$ cat config.mk
export PLATFORM = sky130hd
export DESIGN_NAME = prefixed_integer_literal_parser_core_flat
export DESIGN_NICKNAME = d
export VERILOG_FILES = /design/src/rtl/plip_pkg.sv /design/src/rtl/plip_ifs.sv /design/src/rtl/plip_in_stage.sv /design/src/rtl/plip_parse.sv /design/src/rtl/prefixed_integer_literal_parser_core.sv /design/src/flat_wrapper.sv
export SDC_FILE = /design/constraint.sdc
export NUM_CORES = 1
export LEC_CHECK = 0
export ABC_AREA = 1
export BUFFER_PORTS_ARGS = -buffer_cell sky130_fd_sc_hd__clkbuf_2
export CORE_UTILIZATION = 30
export DETAILED_ROUTE_END_ITERATION = 16
export SLEW_MARGIN = 0
export SYNTH_ARGS = -nofsm -noshare
export SYNTH_HDL_FRONTEND = slang
export SYNTH_HIERARCHICAL = 1
export SYNTH_SLANG_ARGS = --single-unit
$ cat constraint.sdc
create_clock -name i_clk -period 9.76 [get_ports i_clk]
set_input_delay 1.952 -clock i_clk [delete_from_list [all_inputs] [get_ports i_clk]]
set_output_delay 1.952 -clock i_clk [all_outputs]
set_load 0.1 [all_outputs]
$ cat src/rtl/plip_pkg.sv
// ----------------------------------------------------------------------------
// plip_pkg
// Shared types, character codes and digit decode for the integer literal
// parser with radix prefix.
// ----------------------------------------------------------------------------
`default_nettype none

package plip_pkg;

    // width of the value field on the result channel
    localparam int unsigned VALUE_W = 32;

    // radix codes
    localparam logic [1:0] RADIX_DEC = 2'd0;
    localparam logic [1:0] RADIX_HEX = 2'd1;
    localparam logic [1:0] RADIX_BIN = 2'd2;
    localparam logic [1:0] RADIX_OCT = 2'd3;

    // character position codes
    localparam logic [1:0] POS_FIRST  = 2'd0;
    localparam logic [1:0] POS_SECOND = 2'd1;
    localparam logic [1:0] POS_LATER  = 2'd2;

    // ascii codes
    localparam logic [7:0] CHAR_ZERO  = 8'h30;
    localparam logic [7:0] CHAR_NINE  = 8'h39;
    localparam logic [7:0] CHAR_UPPER_A = 8'h41;
    localparam logic [7:0] CHAR_UPPER_F = 8'h46;
    localparam logic [7:0] CHAR_UPPER_B = 8'h42;
    localparam logic [7:0] CHAR_UPPER_X = 8'h58;

    // one input transaction
    typedef struct packed {
        logic [7:0] character;
        logic       last_char;
        logic       empty_literal;
    } t_item;

    // decoded digit: bad set for any non-digit character
    typedef struct packed {
        logic       bad;
        logic [3:0] val;
    } t_digit;

    // map a character to its digit value, base independent
    function automatic t_digit char_digit(input logic [7:0] ch);
        t_digit d;
        d.bad = 1'b1;
        d.val = 4'd0;
        if (ch >= CHAR_ZERO && ch <= CHAR_NINE) begin
            d.bad = 1'b0;
            d.val = 4'(ch - CHAR_ZERO);
        end else if (ch >= CHAR_UPPER_A && ch <= CHAR_UPPER_F) begin
            d.bad = 1'b0;
            d.val = 4'(ch - CHAR_UPPER_A + 8'd10);
        end
        return d;
    endfunction

    // digit value too large for the radix
    function automatic logic digit_out_of_range(input logic [1:0] radix,
                                                input logic [3:0] val);
        logic r;
        r = 1'b0;
        unique case (radix)
            RADIX_DEC: r = (val > 4'd9);
            RADIX_HEX: r = 1'b0;
            RADIX_BIN: r = (val > 4'd1);
            RADIX_OCT: r = (val > 4'd7);
            default:   r = 1'b1;
        endcase
        return r;
    endfunction

endpackage

`default_nettype wire

$ cat src/rtl/plip_ifs.sv
// ----------------------------------------------------------------------------
// plip channel interfaces
// Valid/ready channels for character transactions in and results out.
// ----------------------------------------------------------------------------
`default_nettype none

interface plip_in_if;
    logic       valid;
    logic       ready;
    logic [7:0] character;
    logic       last_char;
    logic       empty_literal;

    modport source (output valid, output character, output last_char,
                    output empty_literal, input ready);
    modport sink   (input valid, input character, input last_char,
                    input empty_literal, output ready);
endinterface

interface plip_out_if;
    logic        valid;
    logic        ready;
    logic [31:0] value;
    logic        error;

    modport source (output valid, output value, output error, input ready);
    modport sink   (input valid, input value, input error, output ready);
endinterface

`default_nettype wire

$ cat src/rtl/plip_in_stage.sv
// ----------------------------------------------------------------------------
// plip_in_stage
// Input register: captures one character transaction per cycle while not stalled
// and holds it until the parse stage takes it.
// ----------------------------------------------------------------------------
`default_nettype none

module plip_in_stage
    import plip_pkg::*;
(
    input  wire        i_clk,
    input  wire        i_rst_n,
    plip_in_if.sink    i_in,
    input  wire        i_advance,
    output logic       o_valid,
    output t_item      o_item
);

    logic  r_valid;
    t_item r_item;
    logic  w_load;

    // free when empty or when the held transaction moves on
    assign i_in.ready = !r_valid || i_advance;
    assign w_load     = i_in.valid && i_in.ready;

    // valid flag
    always_ff @(posedge i_clk) begin
        if (!i_rst_n) begin
            r_valid <= 1'b0;
        end else if (i_in.ready) begin
            r_valid <= i_in.valid;
        end
    end

    // payload
    always_ff @(posedge i_clk) begin
        if (w_load) begin
            r_item.character     <= i_in.character;
            r_item.last_char     <= i_in.last_char;
            r_item.empty_literal <= i_in.empty_literal;
        end
    end

    assign o_valid = r_valid;
    assign o_item  = r_item;

endmodule

`default_nettype wire

$ cat src/rtl/plip_parse.sv
// ----------------------------------------------------------------------------
// plip_parse
// Literal state, digit accumulate, result register. Folds one character per
// cycle into accumulator unless stalled; result on last char or empty literal.
// ----------------------------------------------------------------------------
`default_nettype none

module plip_parse
    import plip_pkg::*;
#(
    parameter int unsigned VALUE_BITS = 32
)
(
    input  wire        i_clk,
    input  wire        i_rst_n,
    input  wire        i_valid,
    input  t_item      i_item,
    output logic       o_advance,
    plip_out_if.source o_out
);

    localparam int unsigned EXT_W = (VALUE_BITS > VALUE_W) ? VALUE_BITS : VALUE_W;

    logic [1:0]            r_pos,   n_pos;
    logic                  r_fz,    n_fz;
    logic [1:0]            r_radix, n_radix;
    logic [VALUE_BITS-1:0] r_acc,   n_acc;
    logic                  r_err,   n_err;

    logic                  r_out_valid;
    logic [VALUE_W-1:0]    r_out_value;
    logic                  r_out_error;

    logic                  w_fire;
    logic                  w_take;
    logic [1:0]            w_radix;
    t_digit                w_dig;
    logic                  w_dig_bad;
    logic [VALUE_BITS-1:0] w_dig_ext;
    logic [VALUE_BITS-1:0] w_acc_next;
    logic [EXT_W-1:0]      w_acc_ext;
    logic                  w_emit;

    // stage moves whenever the result register can take a result
    assign o_advance = !r_out_valid || o_out.ready;
    assign w_fire    = i_valid && o_advance;

    // prefix handling: pick radix for this character and whether it is a digit
    always_comb begin
        n_pos   = r_pos;
        n_fz    = r_fz;
        n_radix = r_radix;
        w_take  = 1'b1;
        w_radix = r_radix;
        if (r_pos == POS_FIRST) begin
            n_pos = POS_SECOND;
            if (i_item.character == CHAR_ZERO && !i_item.last_char) begin
                n_fz   = 1'b1;
                w_take = 1'b0;
            end else begin
                w_radix = RADIX_DEC;
                n_radix = RADIX_DEC;
            end
        end else if (r_pos == POS_SECOND && r_fz) begin
            n_pos = POS_LATER;
            if (i_item.character == CHAR_UPPER_X) begin
                n_radix = RADIX_HEX;
                w_take  = 1'b0;
            end else if (i_item.character == CHAR_UPPER_B) begin
                n_radix = RADIX_BIN;
                w_take  = 1'b0;
            end else begin
                n_radix = RADIX_OCT;
                w_radix = RADIX_OCT;
            end
        end else begin
            n_pos = POS_LATER;
        end
    end

    // digit decode and multiply by radix as shifts and adds
    assign w_dig     = char_digit(i_item.character);
    assign w_dig_bad = w_dig.bad || digit_out_of_range(w_radix, w_dig.val);
    assign w_dig_ext = VALUE_BITS'(w_dig.val);

    always_comb begin
        unique case (w_radix)
            RADIX_DEC: w_acc_next = (r_acc << 3) + (r_acc << 1) + w_dig_ext;
            RADIX_HEX: w_acc_next = (r_acc << 4) + w_dig_ext;
            RADIX_BIN: w_acc_next = (r_acc << 1) + w_dig_ext;
            RADIX_OCT: w_acc_next = (r_acc << 3) + w_dig_ext;
            default:   w_acc_next = r_acc;
        endcase
    end

    // accumulate, sticky error
    always_comb begin
        n_acc = r_acc;
        n_err = r_err;
        if (w_take) begin
            if (w_dig_bad) begin
                n_err = 1'b1;
            end else begin
                n_acc = w_acc_next;
            end
        end
    end

    assign w_emit    = i_item.empty_literal || i_item.last_char;
    assign w_acc_ext = EXT_W'(n_acc);

    // literal state, cleared after every result
    always_ff @(posedge i_clk) begin
        if (!i_rst_n) begin
            r_pos   <= POS_FIRST;
            r_fz    <= 1'b0;
            r_radix <= RADIX_DEC;
            r_acc   <= '0;
            r_err   <= 1'b0;
        end else if (w_fire) begin
            if (w_emit) begin
                r_pos   <= POS_FIRST;
                r_fz    <= 1'b0;
                r_radix <= RADIX_DEC;
                r_acc   <= '0;
                r_err   <= 1'b0;
            end else begin
                r_pos   <= n_pos;
                r_fz    <= n_fz;
                r_radix <= n_radix;
                r_acc   <= n_acc;
                r_err   <= n_err;
            end
        end
    end

    // result register valid
    always_ff @(posedge i_clk) begin
        if (!i_rst_n) begin
            r_out_valid <= 1'b0;
        end else if (o_advance) begin
            r_out_valid <= w_fire && w_emit;
        end
    end

    // result register payload
    always_ff @(posedge i_clk) begin
        if (w_fire && w_emit) begin
            if (i_item.empty_literal || n_err) begin
                r_out_value <= '0;
            end else begin
                r_out_value <= w_acc_ext[VALUE_W-1:0];
            end
            r_out_error <= !i_item.empty_literal && n_err;
        end
    end

    assign o_out.valid = r_out_valid;
    assign o_out.value = r_out_value;
    assign o_out.error = r_out_error;

endmodule

`default_nettype wire

$ cat src/rtl/prefixed_integer_literal_parser_core.sv
// ----------------------------------------------------------------------------
// prefixed_integer_literal_parser_core
// Parses an integer literal arriving one character per transaction, with
// 0X / 0B / leading-zero octal prefixes, and returns value and error flag.
// ----------------------------------------------------------------------------
// path: an accepted last character (or empty literal) passes the input register
//   and then the result register before its result shows on the output channel
// throughput: 1 character per cycle unless a held result is not taken; the
//   accumulator update is one shift-and-add per character
// reset: synchronous active-low i_rst_n clears both valid flags and the
//   literal state (first position, decimal, zero accumulator, no error)
`default_nettype none

module prefixed_integer_literal_parser_core
    import plip_pkg::*;
#(
    parameter int unsigned VALUE_BITS = 32
)
(
    input  wire        i_clk,
    input  wire        i_rst_n,
    plip_in_if.sink    i_in,
    plip_out_if.source o_out
);

    logic  w_stg_valid;
    t_item w_stg_item;
    logic  w_advance;

    // input register
    plip_in_stage u_in_stage (
        .i_clk     (i_clk),
        .i_rst_n   (i_rst_n),
        .i_in      (i_in),
        .i_advance (w_advance),
        .o_valid   (w_stg_valid),
        .o_item    (w_stg_item)
    );

    // parse and result register
    plip_parse #(
        .VALUE_BITS (VALUE_BITS)
    ) u_parse (
        .i_clk     (i_clk),
        .i_rst_n   (i_rst_n),
        .i_valid   (w_stg_valid),
        .i_item    (w_stg_item),
        .o_advance (w_advance),
        .o_out     (o_out)
    );

    // an error result always carries a zero value
    a_err_zero: assert property (@(posedge i_clk) disable iff (!i_rst_n)
        (o_out.valid && o_out.error) |-> (o_out.value == '0))
        else $error("error result with nonzero value");

    // an empty literal gives a clean zero result in the next cycle
    a_empty_result: assert property (@(posedge i_clk) disable iff (!i_rst_n)
        (w_stg_valid && w_stg_item.empty_literal && w_advance) |=>
        (o_out.valid && (o_out.value == '0) && !o_out.error))
        else $error("empty literal did not produce zero result");

    // input only stalls behind a held result that is not taken
    a_stall_cause: assert property (@(posedge i_clk) disable iff (!i_rst_n)
        !i_in.ready |-> (w_stg_valid && o_out.valid && !o_out.ready))
        else $error("input stalled without output backpressure");

endmodule

`default_nettype wire
$ cat src/flat_wrapper.sv
// flat-port wrapper written by rule: the top's interface ports become plain ports
module prefixed_integer_literal_parser_core_flat import plip_pkg::*;
#(
    parameter int unsigned VALUE_BITS = 32
)
  (i_clk, i_rst_n, i_in_valid, i_in_character, i_in_last_char, i_in_empty_literal, i_in_ready, o_out_valid, o_out_value, o_out_error, o_out_ready);
  plip_in_if i_in_i ();
  plip_out_if o_out_i ();
  input  wire i_clk;
  input  wire i_rst_n;
  input wire logic [$bits(i_in_i.valid)-1:0] i_in_valid;
  input wire logic [$bits(i_in_i.character)-1:0] i_in_character;
  input wire logic [$bits(i_in_i.last_char)-1:0] i_in_last_char;
  input wire logic [$bits(i_in_i.empty_literal)-1:0] i_in_empty_literal;
  output wire logic [$bits(i_in_i.ready)-1:0] i_in_ready;
  output wire logic [$bits(o_out_i.valid)-1:0] o_out_valid;
  output wire logic [$bits(o_out_i.value)-1:0] o_out_value;
  output wire logic [$bits(o_out_i.error)-1:0] o_out_error;
  input wire logic [$bits(o_out_i.ready)-1:0] o_out_ready;
  assign i_in_i.valid = i_in_valid;
  assign i_in_i.character = i_in_character;
  assign i_in_i.last_char = i_in_last_char;
  assign i_in_i.empty_literal = i_in_empty_literal;
  assign i_in_ready = i_in_i.ready;
  assign o_out_valid = o_out_i.valid;
  assign o_out_value = o_out_i.value;
  assign o_out_error = o_out_i.error;
  assign o_out_i.ready = o_out_ready;
  prefixed_integer_literal_parser_core #(.VALUE_BITS(VALUE_BITS)) u_core (.i_clk(i_clk), .i_rst_n(i_rst_n), .i_in(i_in_i), .o_out(o_out_i));
endmodule
; ---- Word level (Yosys, flattened, before mapping)
; Cells that the tools add are included.
; W data, S select, Z words.
[classes]
addsub = 8
magnitude_cmp = 7
eq_ne = 7
mux = 30
reduce_logical = 24
[op_table]
columns = operator, n
row1 = $add A32 B4 Y32, 4
row2 = $pmux W32 S4, 1
row3 = $mux W32, 3
row4 = $add A32 B32 Y32, 1
row5 = $mux W2, 11
row6 = $eq A8 B7 Y1 const B, 2
row7 = $mux W1, 12
row8 = $mux W5, 2
row9 = $eq A8 B6 Y1 const B, 1
row10 = $ge A8 B6 Y1 const B, 1
row11 = $ge A8 B7 Y1 const B, 1
row12 = $le A8 B6 Y1 const B, 1
row13 = $le A8 B7 Y1 const B, 1
row14 = $logic_and A1 B1 Y1, 8
row15 = $sub A4 B1 Y4 const B, 2
row16 = $logic_or A1 B1 Y1, 5
row17 = $add A4 B4 Y4 const B, 1
row18 = $eq A2 B1 Y1 const B, 2
row19 = $eq A2 B2 Y1 const B, 2
row20 = $gt A4 B1 Y1 const B, 1
row21 = $gt A4 B3 Y1 const B, 1
row22 = $gt A4 B4 Y1 const B, 1
row23 = $logic_not A1 Y1, 4
row24 = $logic_not A2 Y1, 2
row25 = 5 further kinds, 6
[totals]
ff_bits = 83
in_bits = 14
output_inout_bits = 35
word_cells = 88

; ---- Longest topological paths before layout
[logic_depth]
word_depth = 11
depth_mapped = 26
mapped_depth_nobuf = 26

; ---- By module
; Netlist, hierarchy kept.
[by_module_without_submodules]
columns = mod, n_inst, cells_each, area_per_inst_um2, seq_area_each_um2
row1 = plip_parse, 1, 1431, 8411.8, 1771.7
row2 = plip_in_stage, 1, 17, 351.6, 320.3

; ---- Worst setup path after synthesis
; No wires, ideal clock.
[synth_timing]
path_type = in2out
startpoint = input o_out_ready
endpoint = output i_in_ready
arrival_ns = 2.510
t_required_ns = 7.808
path_slack_ns = 5.298
cell_stages = 4
n_path_buf = 0
cell_sequence = inv_1 -> nand2_1 -> inv_2 -> nand2_2
[synth_between]
elab_chain_cells = 2
[synth_lines]
columns = item, line_no
row1 = start: declaration, flat_wrapper.sv:19  ; input wire logic [$bits(o_out_i.ready)-1:0] o_out_ready;
row2 = $logic_or A1 B1 Y1, plip_parse.sv:45  ; assign o_advance = !r_out_valid || o_out.ready;
row3 = net u_core.w_advance, prefixed_integer_literal_parser_core.sv:28  ; logic w_advance;
row4 = $logic_or A1 B1 Y1, plip_in_stage.sv:24  ; assign i_in.ready = !r_valid || i_advance;
row5 = end: declaration, flat_wrapper.sv:15  ; output wire logic [$bits(i_in_i.ready)-1:0] i_in_ready;
; The timed path passes the listed nets, and every way through them passes these cells.

; ---- Final worst setup path
; Ends and elaborated chain as after synthesis.

==> flow_summary.json <==
{
  "finalHoldViolCount": 0,
  "clock_path_buffers": 2,
  "critPathArrivalTime_ns": 2.71,
  "final_nets": 1548,
  "rows": 62,
  "setup_tns_ns": 0,
  "use_met2_pct": 32.9,
  "grt_pass1_wl_mm": 45.3,
  "antenna_found_initial": 0,
  "crit_family": "buffers and inverters",
  "grtUsageMet3_pct": 1.87,
  "ant_nets": 0,
  "worstSkewPairLatency_ns": 0.36,
  "first_pass_iters": 6,
  "syn_area_per_cell_um2": 6.05,
  "path_max_fanout": 3,
  "fin_worst_skew_ns": 0.00882,
  "coreArea_um2": 28700,
  "slew_headroom_pct": 25.9,
  "synth.ff_latch_count": 83,
  "max_freq_ghz": 0.214,
  "grt_usage_pct": 19.0,
  "worstMarginPinSlew_ns": 1.11,
  "rsz0062_at_grt": "no",
  "hold_depth": 2,
  "clock-root-buffer": "clkbuf_16",
  "seq_area_frac_synth_pct": 23.9,
  "setup_violations": 0,
  "fp.dieW_um": 173,
  "dpl.hpwl_mm": 21.3,
  "n_fill_cell": 3179,
  "ys_async_sr_fraction_pct": 0,
  "worst_ir_drop_vdd_mv": 0.0552,
  "grt_max_degree": 46,
  "final_max_slew_viol_count": 0,
  "start_util_pct": 30.5,
  "endpoint_kind": "output port",
  "critPathMaxStageDelay_ns": 0.45,
  "io_buffer_count": 48,
  "drc_errors": 0,
  "crit_buf_inv": 4,
  "grt.busiest_layer": "met2",
  "hold_buffers": 0,
  "grtUsageMet1_pct": 24.2,
  "ctsResizeCount": 0,
  "ys.flop_type": "edfxtp_1",
  "cts_buffers": 9,
  "path_clk_slew_ns": 0.07,
  "viasPerCell": 4.90,
  "crit_type": "input port to output port",
  "synth_nets": 1531,
  "r2r_cells": 24,
  "path_common_cell": "clkbuf_2",
  "grt_overflow": 0,
  "synthToLayoutAreaGrowth_pct": 9.11,
  "die_h_um": 173,
  "cts_setup_buffers": 0,
  "post-place-ws_ns": 5.10,
  "layout_common_cells": "nand2_1 (522), inv_1 (192), nor2_1 (163), nand3_1 (152), a21oi_1 (74)",
  "diodes": 0,
  "vias": 9082,
  "syn-instance-count": 1448,
  "cp_slowest_cell": "clkbuf_2",
  "dr.first_iter.drc_count": 782,
  "crit_chain": "clkbuf_2, inv_1, nand2_1, inv_2, nand2_2, clkbuf_2",
  "hold_class": "flip-flop to flip-flop",
  "gp_congestion": 0.955,
  "boundaryPins": 49,
  "p_leak_nw": 4.75,
  "outcome": "complete, no violations",
  "yosysUniqueCellTypes": 40,
  "p_per_area_nw_per_um2": 84.8,
  "postLayoutSetupSlackWorst_ns": 5.10,
  "path_depth": 6,
  "cts_sinks": 83,
  "worstPathRequired_ns": 7.81,
  "synth_edf_count": 43,
  "h-tree-depth": 3,
  "drv_cap": 0,
  "die-area_um2": 29900,
  "cts_tree": "built",
  "synth_area_um2": 8760,
  "yosys_warnings": 6,
  "wl_per_cell_um": 15.0,
  "startpoint_type": "input port",
  "min_period_ns": 4.66,
  "final_common_cell": "nand2_1",
  "layout-drive-gt1-share_pct": 7.28,
  "period_share_pct": 47.8,
  "grt_pass1_vias": 8779,
  "routed_wl_mm": 27.9
}
-- cell usage after synthesis, types with 2 or more instances --
| cell type | count | area [µm²] |
|---|---|---|
| nand2_2 | 8 | 50.1 |
| nor3_2 | 2 | 20.0 |
| nor2_4 | 3 | 33.8 |
| nand2_1 | 522 | 1960 |
| nand3_2 | 4 | 40.0 |
| nor2_2 | 6 | 37.5 |
| edfxtp_1 | 43 | 1290 |
| clkbuf_1 | 11 | 41.3 |
| nand4_1 | 25 | 156 |
| o211ai_1 | 2 | 15.0 |
| a21o_1 | 2 | 15.0 |
| nor2_1 | 165 | 619 |
| ha_1 | 66 | 826 |
| buf_6 | 6 | 67.6 |
| xnor2_1 | 4 | 35.0 |
| fa_1 | 3 | 60.1 |
| dfxtp_1 | 40 | 801 |
| inv_2 | 5 | 18.8 |
| o21ai_0 | 11 | 55.1 |
| nor3_1 | 8 | 40.0 |
| inv_1 | 192 | 721 |
| nand2_4 | 4 | 45.0 |
| buf_4 | 2 | 15.0 |
| a21oi_2 | 4 | 35.0 |
| a21oi_1 | 74 | 370 |
| xor2_1 | 45 | 394 |
| nand3_1 | 152 | 761 |
| buf_2 | 24 | 120 |
| and2_1 | 2 | 12.5 |
| nand3b_1 | 3 | 22.5 |
-- kinds of logic after synthesis --
logic type / count (synthesis) / share of synthesized area (%)
buffers and inverters: 243 / 11.4
adder cells (fa/ha/maj): 69 / 10.1
AO/OA/AOI/OAI: 98 / 6.13
XOR/XNOR: 49 / 4.90
AND/OR/NAND/NOR: 906 / 43.6
flip-flops: 83 / 23.9
-- worst paths after layout --
kind / startpoint / to / slack [ns]
max: o_out_ready / i_in_ready / 5.10
max reg2reg: u_core/u_in_stage/o_item[2] / u_core/u_parse/o_out.value[30] / 5.72
min: u_core/u_parse/r_fz / u_core/u_parse/r_fz / 0.47
min reg2reg: u_core/u_parse/r_fz / u_core/u_parse/r_fz / 0.47
-- state kept, by name, indices dropped and copies added, names as in the netlist --
register and flops:
u_core/u_parse/o_out.value 32, u_core/u_parse/r_err 1, u_core/u_parse/o_out.valid 1, u_core/u_in_stage/o_item 10, u_core/u_parse/r_fz 1, u_core/u_parse/o_out.error 1, u_core/u_parse/r_acc 32, u_core/u_in_stage/o_valid 1
u_core/u_parse/r_radix 2, u_core/u_parse/r_pos 2
-- metrics by stage --
stage	power [mW]	instances	instance area, µm²	utilization (%)	hold WS [ns]
floorplan	0.441	1448	8760	-	0.437
global placement	0.458	1838	9260	32.3	0.453
detailed placement	0.459	1838	9260	32.3	0.457
CTS	0.823	1854	9560	33.3	0.476
global route	0.841	1854	9560	33.3	0.497
finish	0.811	1854	9560	33.3	0.472
-- report_power, final --
group	total [mW]	switching (mW)	internal [mW]	leakage (nW)
clock network	0.360	0.160	0.200	0.140
registers	0.378	0.00493	0.373	0.767
logic	0.0725	0.0580	0.0145	3.84
total	0.811	0.223	0.588	4.75
-- worst reg2reg max path: cells and delay by family (launching register included) --
family                   cells  cell delay, ns
adder cells (fa/ha/maj)      4            1.24
buffers and inverters        3            0.32
flip-flops                   1            0.43
AND/OR/NAND/NOR             17            1.78
-- routing by layer --
metal | vias to the layer above | wire length, µm
met5 | - | 0
met4 | 0 | 826
met3 | 49 | 1560
met2 | 284 | 13300
met1 | 4150 | 12200
li1 | 4599 | -
-- final cells by class --
class | instances | area, µm² | area share (%)
repair buffers | 50 | 255 | 2.67
multi-input cells | 1122 | 5690 | 59.5
flip-flops and latches | 83 | 2090 | 21.9
clock inverters | 7 | 75.1 | 0.785
clock buffers | 9 | 225 | 2.36
inverters | 199 | 748 | 7.83
well taps | 384 | 480 | 5.02
Power figures use the tool's default switching activity.
